File: src/rtl/core/lca_pkg.sv
// shared constants and types for the life cellular automaton
package lca_pkg;

    localparam int WIDTH   = 64;
    localparam int HEIGHT  = 64;
    localparam int COORD_W = 6;
    localparam int GEN_W   = 16;

    localparam int COL_W  = (WIDTH > 1) ? $clog2(WIDTH) : 1;
    localparam int ADDR_W = $clog2(HEIGHT);
    localparam int CNT_W  = $clog2(HEIGHT + 1);

    localparam logic [1:0] CMD_WRITE = 2'd0;
    localparam logic [1:0] CMD_READ  = 2'd1;
    localparam logic [1:0] CMD_STEP  = 2'd2;

    localparam int         NBR_W         = 4;
    localparam logic [3:0] BIRTH_COUNT   = 4'd3;
    localparam logic [3:0] SURVIVE_COUNT = 4'd2;

    // one column of the three-row window
    typedef struct packed {
        logic up;
        logic mid;
        logic dn;
    } win_bits_t;

    typedef struct packed {
        logic shift;
        logic clear;
    } win_ctrl_t;

endpackage

File: src/rtl/core/lca_cell.sv
// one column cell: holds three window rows and evaluates the b3/s23 rule
module lca_cell (
    input  logic              clk,
    input  lca_pkg::win_ctrl_t ctrl,
    input  logic              load_bit,
    input  lca_pkg::win_bits_t left,
    input  lca_pkg::win_bits_t right,
    output lca_pkg::win_bits_t win,
    output logic              next_bit
);
    import lca_pkg::*;

    win_bits_t        win_reg;
    logic [NBR_W-1:0] nbr_cnt;

    always_ff @(posedge clk)
    begin
        if (ctrl.clear)
        begin
            win_reg <= '0;
        end
        else if (ctrl.shift)
        begin
            win_reg.up  <= win_reg.mid;
            win_reg.mid <= win_reg.dn;
            win_reg.dn  <= load_bit;
        end
    end

    assign nbr_cnt = NBR_W'(left.up) + NBR_W'(left.mid) + NBR_W'(left.dn)
                   + NBR_W'(right.up) + NBR_W'(right.mid) + NBR_W'(right.dn)
                   + NBR_W'(win_reg.up) + NBR_W'(win_reg.dn);

    assign next_bit = (nbr_cnt == BIRTH_COUNT)
                   || (win_reg.mid && (nbr_cnt == SURVIVE_COUNT));
    assign win = win_reg;

endmodule

File: config.mk
export PLATFORM = sky130hd
export DESIGN_NAME = lca_cell
export DESIGN_NICKNAME = d
export VERILOG_FILES = /design/src/rtl/core/lca_pkg.sv /design/src/rtl/core/lca_cell.sv
export SDC_FILE = /design/constraint.sdc
export NUM_CORES = 1
export LEC_CHECK = 0
export ABC_AREA = 0
export BUFFER_PORTS_ARGS = -buffer_cell sky130_fd_sc_hd__buf_2
export CORE_AREA = 4 4 41 43
export CTS_CLUSTER_SIZE = 10
export DETAILED_ROUTE_END_ITERATION = 10
export DIE_AREA = 0 0 45 47
export HOLD_SLACK_MARGIN = 0.1
export PLACE_DENSITY = 0.46
export SYNTH_ARGS = -nofsm -noshare
export SYNTH_HDL_FRONTEND = slang
export SYNTH_SLANG_ARGS = --single-unit
File: constraint.sdc
create_clock -name clk -period 4.1 [get_ports clk]
set_input_delay 0.41 -clock clk [delete_from_list [all_inputs] [get_ports clk]]
set_output_delay 0.41 -clock clk [all_outputs]
set_load 0.005 [all_outputs]
==> out/metrics.yaml <==
global_route:
  grt_pass1_vias: 238
  grt_max_degree: 5
  gr-total-overflow: 0
  antenna_found_initial: 0
  grt_use_total_pct: 5.79
  grt_pass1_wl_um: 862
placed_design:
  hpwl_um: 426
  gp_congestion: 0.596
  placed_cells: 60
  portBuffers: 13
  dp_slack_ps: 580
setup_path:
  worstPathMaxFanout: 2
  start_kind: "input port"
  required_ps: 3690
  timing.rr.start: "win[1]"
  crit_type: "input port to output pin"
  r2r_setup_slack_ps: 3480
  r2r_cells: 2
  critPathCaptureType: "output pin"
  rr_endpoint: "win[2]"
  crit_arrival_ps: 3090
clock_network:
  htree_levels: 1
  cts.sinks: 3
  clk_path_buf_depth: 2
  root_buffer: "clkbuf_4"
  cts-hold-fix-buffers: 0
  cts_buffers: 3
  post-cts-setup-buffer-count: 0
  clock_latency_ps: 230
  clk_pin_slew_ps: 40
  cts_resized: 0
  cts_tree: "yes"
outcome:
  status: "completed"
timing:
  worst_slack_ps: 605
  relSlewSlack_pct: 88.9
  finalSetupViolCount: 0
  setup_tns_ps: 0
  worst_pin_slew_ps: 164
  timing.final.crit_share_pct: 85.3
  period_needed_ps: 3500
  skew_ps: 1.13
  final_max_slew_viol_count: 0
  rsz0062_at_grt: "false"
  hold_viol: 0
  max_clock_freq_mhz: 286
logic_synthesis:
  syn_area_um2: 287
  synthDistinctLibCells: 10
  ys_warn_count: 0
  synth_cells: 32
  syn-num-nets: 49
  syn_area_per_cell_um2: 8.95
  synth_seq_cells: 3
  seq_area_frac_synth_pct: 21.0
die:
  die_h_um: 47
  initial_utilization_pct: 22.0
  num_rows: 13
  die_w_um: 45
  die-area_um2: 2120
  core_um2: 1300
  num_io_pins: 14
drt:
  drt_iter0_markers: 0
  avgViaCountPerCell: 3.67
  wl_per_cell_um: 7.69
  postRouteAntennaNets: 0
  drc: 0
  firstDrtPassIters: 1
  via_count: 235
  routed_wl_um: 492
power_and_ir_drop:
  ir_worst_vdd_uv: 122
  internal-power_w: 0.0000899
  p_switching_w: 0.0000387
  sw_frac_of_total_pct: 30.1
  powerDensity_nw_per_um2: 324
  clkPwrFrac_pct: 39.7
  p_leak_nw: 0.232
  seq_power_share_pct: 24.5
  combPwrFrac_pct: 35.8
layout:
  layout.nets: 67
  drive_gt1_share_pct: 32.7
  layout_commonest_cell: "buf_2"
  final_cell_mix: "13 x buf_2, 11 x inv_1, 4 x fa_1"
  stdcell_count: 64
  syn2layout_area_growth_pct: 38.4
  largest_reg_flops: 3
  antennaDiodeCount: 0
flow_run:
  drv_cap: 0
hold_path:
  hold_end: "win[1]"
  min_from: "ctrl[0]"
  hold-path-cell-count: 2
  hp-class: "input port to flop"
==> through the flow <==
stage               total power (W)  utilization, %  hold WS [ps]  cell area [µm²]
finish                     0.000129            30.5           371              397
global route               0.000146            30.5           368              397
CTS                        0.000134            30.5           362              397
detailed placement        0.0000793            28.5           520              370
global placement          0.0000792            28.5           516              370
floorplan                 0.0000640               -           482              287
==> cells by family (layout without fill, tap and decap cells) <==
group | count (synthesis) | count (layout) | share of synthesized area, %
AO/OA/AOI/OAI | 3 | 3 | 5.24
adder cells (fa/ha/maj) | 7 | 7 | 41.1
buffers and inverters | 11 | 28 | 14.4
flip-flops | 3 | 3 | 21.0
multiplexers | 3 | 3 | 10.5
AND/OR/NAND/NOR | 5 | 5 | 7.86
==> Yosys cell counts (all sizes together) <==
library cell	n	area, µm²
a21oi	2	10.0
dfxtp	3	60.1
fa	4	80.1
ha	3	37.5
inv	11	41.3
mux2i	3	30.0
nand3	1	5.00
nor2	3	11.3
o21ai	1	5.00
or2	1	6.26
==> power by group through the flow <==
| stage | Clock [W] | Sequential, W | Combinational (W) |
|---|---|---|---|
| 3_3_place_gp | 0 | 0.0000320 | 0.0000472 |
| 3_5_place_dp | 0 | 0.0000320 | 0.0000473 |
| 4_1_cts | 0.0000542 | 0.0000315 | 0.0000478 |
| 5_1_grt | 0.0000570 | 0.0000318 | 0.0000568 |
| 6_report | 0.0000510 | 0.0000315 | 0.0000461 |
| 2_1_floorplan | 0 | 0.0000318 | 0.0000321 |
==> worst max-delay path by stage <==
stage	startpoint	end	slack [ps]	cells after the start
5_1_grt	left[0]	next_bit	480	11
4_1_cts	left[0]	next_bit	580	11
3_3_place_gp	left[0]	next_bit	580	11
2_1_floorplan	left[0]	next_bit	810	9
3_5_place_dp	left[0]	next_bit	580	11
6_report	left[0]	next_bit	600	11
==> per-layer routing <==
metal	share of wire (%)	vias to the layer above	global-route usage, %
met1	42	98	6.91
met5	0	-	0
li1	-	128	-
met2	47	9	8.76
met3	11	0	1.15
met4	0	0	5.26
==> worst max-delay path, stage by stage <==
cell     delay, ps
buf_2           70
inv_1           40
fa_1           540
fa_1           430
fa_1           490
inv_1           40
ha_1           200
fa_1           410
or2_0          210
a21oi_1        130
buf_2          120
==> cell type report <==
type | instances | area [µm²]
repair buffers | 13 | 65.1
flip-flops and latches | 3 | 60.1
clock buffers | 4 | 26.3
fillers | 151 | 905
multi-input cells | 18 | 185
inverters | 11 | 41.3
well taps | 15 | 18.8
Power figures use the tool's default switching activity.
