### src/rtl/core/lca_ram.sv
// generic simple dual-port ram with registered read
module lca_ram #(
    parameter int DATA_W = 8,
    parameter int DEPTH  = 16
) (
    input  logic                     clk,
    input  logic                     we,
    input  logic [$clog2(DEPTH)-1:0] waddr,
    input  logic [DATA_W-1:0]        wdata,
    input  logic                     re,
    input  logic [$clog2(DEPTH)-1:0] raddr,
    output logic [DATA_W-1:0]        rdata
);

    logic [DATA_W-1:0] mem [DEPTH];
    logic [DATA_W-1:0] rdata_reg;

    always_ff @(posedge clk)
    begin
        if (we)
        begin
            mem[waddr] <= wdata;
        end
        if (re)
        begin
            rdata_reg <= mem[raddr];
        end
    end

    assign rdata = rdata_reg;

endmodule

### config.mk
export PLATFORM = sky130hd
export DESIGN_NAME = lca_ram
export DESIGN_NICKNAME = d
export VERILOG_FILES = /design/src/rtl/core/lca_ram.sv
export SDC_FILE = /design/constraint.sdc
export NUM_CORES = 1
export LEC_CHECK = 0
export BUFFER_PORTS_ARGS = -buffer_cell sky130_fd_sc_hd__buf_2
export CORE_ASPECT_RATIO = 0.5
export CORE_MARGIN = 2
export CORE_UTILIZATION = 56
export CTS_CLUSTER_SIZE = 10
export DETAILED_ROUTE_END_ITERATION = 8
export MAX_ROUTING_LAYER = met4
export PLACE_DENSITY = 0.74
export SETUP_SLACK_MARGIN = 0.5
export SYNTH_ARGS = -nofsm -noshare
export SYNTH_HDL_FRONTEND = slang
export SYNTH_SLANG_ARGS = --single-unit
### constraint.sdc
create_clock -name clk -period 2.4 [get_ports clk]
set_input_delay 0.48 -clock clk [delete_from_list [all_inputs] [get_ports clk]]
set_output_delay 0.48 -clock clk [all_outputs]
set_load 0.03 [all_outputs]
==> impl_summary.log, run 1 <==
INFO  metric io_pins = 27
INFO  metric antenna_violating_nets_post_route = 0
INFO  metric drt_iter0_markers = approximately 340
INFO  metric holdWs = roughly 0.45 ns
INFO  metric global_route_wire_length_before_repair = 16.5 mm
INFO  metric hold_path_class = in2reg
INFO  metric synth.ff_latch_count = roughly 140
INFO  metric first_global_vias = 2622
INFO  metric period_needed = 1.80 ns
INFO  metric place_hpwl = about 6.6 mm
INFO  metric worst_setup_path_start_kind = primary input
INFO  metric clock_skew_after_layout = 0.00911 ns
INFO  metric outcome = finished clean
INFO  metric timing.final.setup_violations = 0
INFO  metric drt-total-wl = around 11 mm
INFO  metric numPortBuffers = 26
INFO  metric ctsHoldBuffers = 0
INFO  metric worstPathRequired = between 2 and 3 ns
INFO  metric num_vias = between 2000 and 3000
INFO  metric number_of_setup_buffers_added_after_cts = 0
INFO  metric clk_lat_worst_skew = approximately 0.42 ns
INFO  metric initial_utilization = between 50% and 60%
INFO  metric maxSlewViolCount = 0
INFO  metric timing.critical_path.slowest_stage_cell = sky130_fd_sc_hd__mux4_1
INFO  metric syn_nets = about 250
INFO  metric clkSlewWorstSetupHoldPaths = roughly 0.05 ns
INFO  metric cts-resized-gates = 0
INFO  metric num_rows = 24
INFO  metric cp_cell_sequence = buf_2 > buf_4 > mux4_1 > a22oi_1 > nand2_1
INFO  metric vdd_ir_drop_max = roughly 0.68 mV
INFO  metric remaining_drc_errors = 0
INFO  metric largest_register_ffs = 128
INFO  metric wl_cell = 27.0 um
INFO  metric drv.max_cap_violation_count = 0
INFO  metric unrepaired_setup_endpoints_after_global_routing = no
INFO  metric syn_to_final_growth = 17.1%
INFO  metric clockBufferDepth = 2
INFO  metric tightest_slew = 0.701 ns
INFO  metric timing.setup.critical_path_class = in2reg
INFO  metric cts.htree.levels = 4
INFO  metric placeableCoreArea = between 8000 and 9000 um2
INFO  metric leakagePower = 2.08 nW
INFO  metric maxSlewHeadroom = around 53%
INFO  metric mostFrequentLayoutCells = sky130_fd_sc_hd__edfxtp_1, sky130_fd_sc_hd__buf_2, sky130_fd_sc_hd__mux4_2, sky130_fd_sc_hd__buf_4, sky130_fd_sc_hd__clkbuf_16
INFO  metric clock-root-buffer = sky130_fd_sc_hd__clkbuf_16
INFO  metric tritoncts_clock_tree = built
INFO  metric ys.warnings.count = 0
INFO  metric clkSinkCount = around 140
INFO  metric synthesized_instance_count = approximately 230
INFO  metric antenna_found_initial = 0
INFO  metric regToRegSetupSlack = approximately 0.75 ns
INFO  metric global_route_congestion_overflow_total = 0
INFO  metric worst-endpoint-arrival = 1.95 ns
INFO  metric layout.filler_cells = slightly above 500
INFO  metric worstSetupEndpointType = flop
INFO  metric proportion_of_layout_cells_with_a_drive_suffix_above_1 = between 20 and 30%
INFO  metric min_period_over_period = 74.9%
INFO  metric power_per_cell_area = 871 nW/um2
INFO  metric critical-path-max-stage-delay = 0.63 ns
INFO  metric post_drt_via_cell_ratio = 6.43
INFO  metric synth.yosys.seq_area_share = around four fifths
INFO  metric setup_tns = 0 ns
INFO  metric critical_path_peak_fanout = 12
INFO  metric dieWidth = 141 um
INFO  metric routabilityCongestion = 0.789
INFO  metric die_height = between 70 and 80 um
INFO  metric antennaDiodeCount = 0
INFO  metric postSynthAreaPerCell = 22.8 um2
INFO  metric fmaxAchievable = ~560 MHz
INFO  metric cts_buffers = 17
INFO  metric grt_usage = between 20% and 30%
INFO  metric finalHoldViolCount = 0
INFO  metric netlist-cell-type-count = 18
INFO  metric final_net_count = around 300
INFO  metric grt_start_max_net_pins = 26
INFO  metric floorplan.die_area = slightly above 10000 um2
INFO  metric detail_route.first_pass.iterations = 5
INFO  metric layout_commonest_cell = sky130_fd_sc_hd__edfxtp_1
INFO  metric synthesis.area = approximately 5200 um2
[layer usage]
| layer | track usage [%] | part of all wire [%] | up-vias |
|---|---|---|---|
| li1 | - | - | 1087 |
| met5 | - | 0 | - |
| met4 | 11.3 | 2.3 | 0 |
| met3 | 6.20 | 9.8 | 28 |
| met2 | 35.3 | 46 | 161 |
| met1 | 34.8 | 42 | 1367 |
[cell families (layout without fill, tap and decap cells)]
group,count (synthesis),after routing,share of synthesized area (%)
AND/OR/NAND/NOR,35,35,3.14
AO/OA/AOI/OAI,16,16,2.30
buffers and inverters,10,75,1.65
multiplexers,32,32,14.8
flip-flops,136,136,78.1
[synthesized netlist by cell type]
master                              n  share of area (%)
sky130_fd_sc_hd__nor3_1             4               0.38
sky130_fd_sc_hd__a22oi_1           16                2.3
sky130_fd_sc_hd__nand2_1            9               0.65
sky130_fd_sc_hd__nand3_1            1              0.096
sky130_fd_sc_hd__edfxtp_1         136                 78
sky130_fd_sc_hd__nand2b_1           2               0.24
sky130_fd_sc_hd__nand3b_1           2               0.29
sky130_fd_sc_hd__buf_4              1               0.14
sky130_fd_sc_hd__and2_1             1               0.12
sky130_fd_sc_hd__buf_2              3               0.29
sky130_fd_sc_hd__nor2b_1            1               0.12
sky130_fd_sc_hd__mux4_1            14                7.0
sky130_fd_sc_hd__nor2_1            13               0.93
sky130_fd_sc_hd__and2b_1            1               0.14
sky130_fd_sc_hd__clkdlybuf4s25_2    3               0.57
sky130_fd_sc_hd__mux4_2            18                7.8
sky130_fd_sc_hd__buf_6              3               0.65
sky130_fd_sc_hd__or3b_2             1               0.17
[area by class of cell]
class                      instances  area (um2)  share of cell area [%]
clock inverter                     6        77.6                    1.27
multi-input combinational         83        1060                    17.3
clock buffer                      23         448                    7.32
tap                              117         146                    2.39
timing repair buffer              46         305                    4.99
sequential                       136        4080                    66.7
[stage by stage]
stage	setup WS, ns	util [%]	area (um2)	power [mW]	cells
floorplan	0.638	-	5230	2.89	229
detailed placement	0.248	63.0	5600	3.01	382
finish	0.602	68.9	6120	5.33	411
global route	0.524	68.9	6120	5.46	411
global placement	0.264	63.0	5600	3.00	382
CTS	0.642	68.9	6120	5.34	411
[power breakdown]
part           internal [mW]  switching [mW]  leakage [nW]
Sequential              2.68          0.0189          1.24
Combinational          0.106           0.173         0.589
Clock                   1.50           0.858         0.256
[critical path, delay by kind of cell]
kind                   cells  cell delay [ns]
AND/OR/NAND/NOR            1             0.12
buffers and inverters      2             0.39
multiplexers               1             0.63
AO/OA/AOI/OAI              1             0.32
[final timing paths]
kind / cells after the start / end / start
worst min register to register: 3 / rdata[1]$_DFFE_PP_ / mem[4][1]$_DFFE_PP_
worst max-delay path: 5 / rdata[5]$_DFFE_PP_ / raddr[0]
worst min-delay path: 1 / rdata[1]$_DFFE_PP_ / re
worst max register to register: 3 / rdata[5]$_DFFE_PP_ / mem[1][5]$_DFFE_PP_
(Power assumes the default switching activity.)
==> run 2, diff against run 1 <==
- clock period: 2.4 -> 1.8 ns (I/O delays scaled with it)
==> impl_summary.log, run 2 (same netlist as run 1, synthesis figures left out) <==
INFO  metric timing.final.setup_violations = 0 (unchanged)
INFO  metric wl_cell = 25.3 um (-6.4%)
INFO  metric period_needed = around 1.6 ns
INFO  metric first_global_vias = 2684 (+2.4%)
INFO  metric path_delay_family = multiplexers
INFO  metric drv.max_cap_violation_count = 0 (unchanged)
INFO  metric worstPathRequired = 1.95 ns (-0.60 ns)
INFO  metric numPortBuffers = 26 (unchanged)
INFO  metric floorplan.die_area = 10200 um2 (unchanged)
INFO  metric io_pins = 27 (unchanged)
INFO  metric global_route_congestion_overflow_total = 0 (unchanged)
INFO  metric remaining_drc_errors = 0 (unchanged)
INFO  metric min_period_over_period = around 87%
INFO  metric clock-root-buffer = sky130_fd_sc_hd__clkbuf_16
INFO  metric worst_setup_path_start_kind = flop
INFO  metric antenna_violating_nets_post_route = 0 (unchanged)
INFO  metric maxSlewViolCount = 0 (unchanged)
INFO  metric antenna_found_initial = 0 (unchanged)
INFO  metric holdWs = 0.325 ns (-0.123 ns)
INFO  metric maxSlewHeadroom = 70.1% (+17 points)
INFO  metric initial_utilization = 58.8% (unchanged)
INFO  metric worstSetupEndpointType = flop
INFO  metric num_vias = 2551 (-3.5%)
INFO  metric hold_depth = 1 (unchanged)
INFO  metric rr_worst_depth = 3 (unchanged)
INFO  metric regToRegSetupSlack = 0.24 ns (-0.51 ns)
INFO  metric final-instance-count-excl-fill = 419 (+1.9%)
INFO  metric drt_iter0_markers = 215 (-36%)
INFO  metric final_critical_path_setup_slack = 0.240 ns (-0.362 ns)
INFO  metric dieWidth = 141 um (unchanged)
INFO  metric routabilityCongestion = 0.787 (-0.20%)
INFO  metric rr_startpoint = mem[2][5]$_DFFE_PP_
INFO  metric num_rows = 24 (unchanged)
INFO  metric cp_cell_sequence = mux4_2 > a22oi_2 > nand2_1
INFO  metric clock_skew_after_layout = 0.00430 ns (-0.00480 ns)
INFO  metric dpl_worst_slack = -0.274 ns (-0.522 ns)
INFO  metric largest_register_ffs = 128 (unchanged)
INFO  metric timing.setup.critical_path_class = reg2reg
INFO  metric critical_path_peak_fanout = 1 (-11)
INFO  metric placed_cells_incl_taps = 387 (+1.3%)
INFO  metric tritoncts_clock_tree = built
INFO  metric grt_usage = 24.1% (-0.75 points)
INFO  metric path_buf_inv = 0 (-2)
INFO  metric ctsHoldBuffers = 0 (unchanged)
INFO  metric power_per_cell_area = 1140 nW/um2 (+30%)
INFO  metric mostFrequentLayoutCells = sky130_fd_sc_hd__edfxtp_1, sky130_fd_sc_hd__mux4_2, sky130_fd_sc_hd__buf_4, sky130_fd_sc_hd__clkbuf_16, sky130_fd_sc_hd__buf_2
INFO  metric timing.rr.end = rdata[5]$_DFFE_PP_
INFO  metric hold_path_class = in2reg
INFO  metric fmaxAchievable = between 600 and 700 MHz
INFO  metric syn_to_final_growth = 21.7%
INFO  metric placeableCoreArea = 8890 um2 (unchanged)
INFO  metric vdd_ir_drop_max = 0.766 mV (+13%)
INFO  metric post_drt_via_cell_ratio = 6.09 (-5.3%)
INFO  metric cts.htree.levels = 4 (unchanged)
INFO  metric critical-path-max-stage-delay = 0.53 ns (-0.10 ns)
INFO  metric grt_start_max_net_pins = 22 (-15%)
INFO  metric place_hpwl = 6.42 mm (-2.5%)
INFO  metric worst-endpoint-arrival = 1.72 ns (-0.23 ns)
INFO  metric outcome = finished clean
INFO  metric clkSinkCount = 136 (unchanged)
INFO  metric finalInstanceArea = 6360 um2 (+3.9%)
INFO  metric layout.filler_cells = 503 (-1.6%)
INFO  metric min_from = re
INFO  metric finalHoldViolCount = 0 (unchanged)
INFO  metric tightest_slew = 0.448 ns (-0.253 ns)
INFO  metric global_route_wire_length_before_repair = 16.0 mm (-2.6%)
INFO  metric hold_path_end = rdata[6]$_DFFE_PP_
INFO  metric power.total = 7.22 mW (+35%)
INFO  metric proportion_of_layout_cells_with_a_drive_suffix_above_1 = 43.7% (+14 points)
INFO  metric antennaDiodeCount = 0 (unchanged)
INFO  metric final_net_count = 309 (+2.0%)
INFO  metric clockBufferDepth = 2 (unchanged)
INFO  metric drt-total-wl = 10.6 mm (-4.6%)
INFO  metric unrepaired_setup_endpoints_after_global_routing = yes
INFO  metric clk_lat_worst_skew = 0.41 ns (about the same)
INFO  metric layout_commonest_cell = sky130_fd_sc_hd__edfxtp_1
INFO  metric fin_util = 71.6% (+2.7 points)
INFO  metric detail_route.first_pass.iterations = 4 (-1)
INFO  metric clkSlewWorstSetupHoldPaths = 0.06 ns (about the same)
INFO  metric leakagePower = 2.11 nW (+1.4%)
INFO  metric setup_tns = 0 ns (unchanged)
INFO  metric timing.critical_path.slowest_stage_cell = sky130_fd_sc_hd__mux4_2
INFO  metric cts_buffers = 17 (unchanged)
INFO  metric postPlaceCellArea = 5700 um2 (+1.8%)
INFO  metric die_height = 72.3 um (unchanged)
==> run 2: how the worst max path moves through the flow <==
stage | slack (ns) | startpoint | depth (start not counted) | end
detailed placement | -0.27 | raddr[0] | 6 | rdata[7]$_DFFE_PP_
CTS | 0.25 | mem[2][5]$_DFFE_PP_ | 3 | rdata[5]$_DFFE_PP_
floorplan | 0.24 | raddr[0] | 5 | rdata[1]$_DFFE_PP_
finish | 0.24 | mem[2][5]$_DFFE_PP_ | 3 | rdata[5]$_DFFE_PP_
global placement | -0.24 | raddr[0] | 6 | rdata[7]$_DFFE_PP_
global route | 0.17 | mem[2][5]$_DFFE_PP_ | 3 | rdata[5]$_DFFE_PP_
==> run 2: report_power, final <==
group	internal [mW]	leakage [nW]	switching [mW]
Clock	2.00	0.266	1.18
Combinational	0.195	0.609	0.249
Sequential	3.57	1.24	0.0228
Total	5.77	2.11	1.45
==> run 2: routing by layer <==
metal  vias to the layer above  share of wire (%)  GRT usage, %
met3                         8                9.6          7.92
met5                         -                  0             -
li1                       1089                  -             -
met4                         0               0.56          6.89
met2                       125                 49          36.5
met1                      1329                 41          32.1
==> run 2: what timing repair did <==
item,CTS,global route
setup endpoints to repair,16,16
hold endpoints to repair,0,0
setup buffers,1,0
resized for setup,27,1
pin swaps,3,3
==> run 2: cell type report <==
type / instances / area [um2] / area share (%)
clock buffer: 20 / 437 / 6.87
clock inverter: 11 / 108 / 1.69
multi-input combinational: 83 / 1130 / 17.7
sequential: 136 / 4080 / 64.2
tap: 117 / 146 / 2.30
timing repair buffer: 52 / 457 / 7.18
==> run 2: worst register-to-register path, cell delays in order, from the launching register on <==
cell                       delay (ns)
sky130_fd_sc_hd__edfxtp_1        0.40
sky130_fd_sc_hd__mux4_2          0.53
sky130_fd_sc_hd__a22oi_2         0.30
sky130_fd_sc_hd__nand2_1         0.08
==> run 3, diff against run 2 <==
- CTS_BUF_LIST: default -> sky130_fd_sc_hd__clkbuf_4 sky130_fd_sc_hd__clkbuf_8 sky130_fd_sc_hd__clkbuf_16
- clock period: 1.8 -> 1.7 ns (I/O delays scaled with it)
==> impl_summary.log, run 3 (same netlist as run 1, synthesis figures left out) <==
INFO  metric outcome = finished clean
INFO  metric met2_usage = 37.7% (+1.2 points)
INFO  metric clock_skew_after_layout = 0.00706 ns (+0.00276 ns)
INFO  metric maxSlewHeadroom = 38.6% (-31 points)
INFO  metric grt_start_max_net_pins = 23 (+4.5%)
INFO  metric global_route_wire_length_before_repair = 16.2 mm (+1.4%)
INFO  metric tritoncts_clock_tree = built
INFO  metric hold_path_class = in2reg
INFO  metric worst_setup_path_start_kind = flop
INFO  metric timing.final.setup_violations = 0 (unchanged)
INFO  metric post_drt_via_cell_ratio = 6.12 (+0.58%)
INFO  metric regToRegSetupSlack = 0.22 ns (-0.02 ns)
INFO  metric grt_util_met3 = 5.81% (-2.1 points)
INFO  metric global_route.usage.met1 = 31.7% (-0.47 points)
INFO  metric maxSlewViolCount = 0 (unchanged)
INFO  metric first_global_vias = 2690 (+0.22%)
INFO  metric critical-path-max-stage-delay = 0.51 ns (-0.02 ns)
INFO  metric cp_cell_sequence = mux4_2 > a22oi_2 > nand2_1
INFO  metric global_route_congestion_overflow_total = 0 (unchanged)
INFO  metric placeableCoreArea = 8890 um2 (unchanged)
INFO  metric timing.critical_path.slowest_stage_cell = sky130_fd_sc_hd__mux4_2
INFO  metric routabilityCongestion = 0.778 (-1.2%)
INFO  metric antennaDiodeCount = 0 (unchanged)
INFO  metric io_pins = 27 (unchanged)
INFO  metric layout.filler_cells = 469 (-6.8%)
INFO  metric finalHoldViolCount = 0 (unchanged)
INFO  metric period_needed = 1.48 ns (-0.0824 ns)
INFO  metric cts_buffers = 17 (unchanged)
INFO  metric drv.max_cap_violation_count = 0 (unchanged)
INFO  metric clkSlewWorstSetupHoldPaths = 0.06 ns (about the same)
INFO  metric placed_cells_incl_taps = 374 (-3.4%)
INFO  metric ctsHoldBuffers = 0 (unchanged)
INFO  metric initial_utilization = 58.8% (unchanged)
INFO  metric timing.rr.end = rdata[6]$_DFFE_PP_
INFO  metric clock-root-buffer = sky130_fd_sc_hd__clkbuf_16
INFO  metric clkSinkCount = 136 (unchanged)
INFO  metric hold_path_end = rdata[3]$_DFFE_PP_
INFO  metric critical_path_peak_fanout = 1 (unchanged)
INFO  metric gr_peak_layer = met2
INFO  metric place_hpwl = 6.41 mm (-0.17%)
INFO  metric layout_commonest_cell = sky130_fd_sc_hd__edfxtp_1
INFO  metric grt_usage = 24.1% (about the same)
INFO  metric vdd_ir_drop_max = 0.863 mV (+13%)
INFO  metric floorplan.die_area = 10200 um2 (unchanged)
INFO  metric rr_worst_depth = 3 (unchanged)
INFO  metric path_delay_family = multiplexers
INFO  metric detail_route.first_pass.iterations = 4 (unchanged)
INFO  metric fmaxAchievable = 677 MHz (+5.6%)
INFO  metric clk_lat_worst_skew = 0.41 ns (about the same)
INFO  metric power_per_cell_area = 1280 nW/um2 (+12%)
INFO  metric drt_iter0_markers = 301 (+40%)
INFO  metric num_rows = 24 (unchanged)
INFO  metric tightest_slew = 0.919 ns (+0.471 ns)
INFO  metric mostFrequentLayoutCells = sky130_fd_sc_hd__edfxtp_1, sky130_fd_sc_hd__mux4_2, sky130_fd_sc_hd__buf_2, sky130_fd_sc_hd__clkbuf_16, sky130_fd_sc_hd__nor2_4
INFO  metric largest_register_ffs = 128 (unchanged)
INFO  metric cts.htree.levels = 4 (unchanged)
INFO  metric rr_startpoint = mem[11][6]$_DFFE_PP_
INFO  metric leakagePower = 2.14 nW (+1.5%)
INFO  metric worstPathRequired = 1.85 ns (-0.10 ns)
INFO  metric timing.setup.critical_path_class = reg2reg
INFO  metric drt-total-wl = 10.6 mm (about the same)
INFO  metric remaining_drc_errors = 0 (unchanged)
INFO  metric hold_depth = 1 (unchanged)
INFO  metric die_height = 72.3 um (unchanged)
INFO  metric worst-endpoint-arrival = 1.63 ns (-0.09 ns)
INFO  metric antenna_found_initial = 0 (unchanged)
INFO  metric proportion_of_layout_cells_with_a_drive_suffix_above_1 = 45.4% (+1.7 points)
INFO  metric min_period_over_period = 86.9% (+0.25 points)
INFO  metric syn_to_final_growth = 24.8%
INFO  metric final_net_count = 302 (-2.3%)
INFO  metric worstSetupEndpointType = flop
INFO  metric antenna_violating_nets_post_route = 0 (unchanged)
INFO  metric fin_util = 73.4% (+1.9 points)
INFO  metric dieWidth = 141 um (unchanged)
INFO  metric path_buf_inv = 0 (unchanged)
INFO  metric final-instance-count-excl-fill = 412 (-1.7%)
INFO  metric min_from = re
INFO  metric unrepaired_setup_endpoints_after_global_routing = yes
INFO  metric clockBufferDepth = 2 (unchanged)
INFO  metric num_vias = 2523 (-1.1%)
INFO  metric wl_cell = 25.7 um (+1.7%)
INFO  metric numPortBuffers = 26 (unchanged)
-- run 3: cell count changes in the layout (fill, tap and decap cells not counted), moves of 3 or more --
| cell | previous run | this run |
|---|---|---|
| sky130_fd_sc_hd__buf_12 | 6 | 9 |
| sky130_fd_sc_hd__buf_4 | 20 | 9 |
| sky130_fd_sc_hd__bufinv_16 | 2 | 6 |
| sky130_fd_sc_hd__clkbuf_1 | 3 | 0 |
| sky130_fd_sc_hd__nor2_1 | 4 | 1 |
| sky130_fd_sc_hd__nor2_2 | 6 | 0 |
| sky130_fd_sc_hd__nor2_4 | 3 | 12 |
-- run 3: layer usage --
metal | vias up | wire length, um
li1 | 1080 | -
met1 | 1300 | 4200
met2 | 129 | 5310
met3 | 14 | 894
met4 | 0 | 187
met5 | - | 0
-- run 3: how the worst max path moves through the flow --
stage	startpoint	cells after the start	slack (ns)	endpoint
after floorplan	raddr[0]	5	0.16	rdata[1]$_DFFE_PP_
after global placement	raddr[0]	5	-0.23	rdata[6]$_DFFE_PP_
after detailed placement	raddr[0]	5	-0.26	rdata[5]$_DFFE_PP_
after CTS	mem[11][6]$_DFFE_PP_	3	0.23	rdata[6]$_DFFE_PP_
after global routing	mem[11][3]$_DFFE_PP_	3	0.17	rdata[3]$_DFFE_PP_
final	mem[11][6]$_DFFE_PP_	3	0.22	rdata[6]$_DFFE_PP_
-- run 3: metrics by stage --
stage	hold slack [ns]	power (mW)	TNS (ns)	area (um2)	worst slack, ns
finish	0.300	8.32	0	6530	0.222
global route	0.287	8.53	0	6530	0.172
CTS	0.280	8.34	0	6390	0.231
detailed placement	0.709	4.28	-1.32	5640	-0.257
global placement	0.709	4.27	-1.17	5640	-0.231
floorplan	0.439	4.12	0	5360	0.160
-- run 3: cell type report --
class                           count  area, um2  share of cell area [%]
Timing Repair Buffer               45        439                    6.73
Multi-Input combinational cell     83       1200                    18.4
Tap cell                          117        146                    2.24
Sequential cell                   136       4080                    62.6
Clock inverter                     14        230                    3.53
Clock buffer                       17        425                    6.52
-- run 3: power by group --
group | switching [mW] | total [mW] | internal (mW)
Combinational | 0.274 | 0.471 | 0.197
Clock | 1.31 | 4.04 | 2.73
Sequential | 0.0259 | 3.81 | 3.78
-- run 3: timing repair --
action	4_1_cts	5_1_grt
pin swaps	3	7
setup endpoints to repair	24	86
buffers inserted	0	7
endpoints found under the hold margin	0	0
resized for setup	25	2
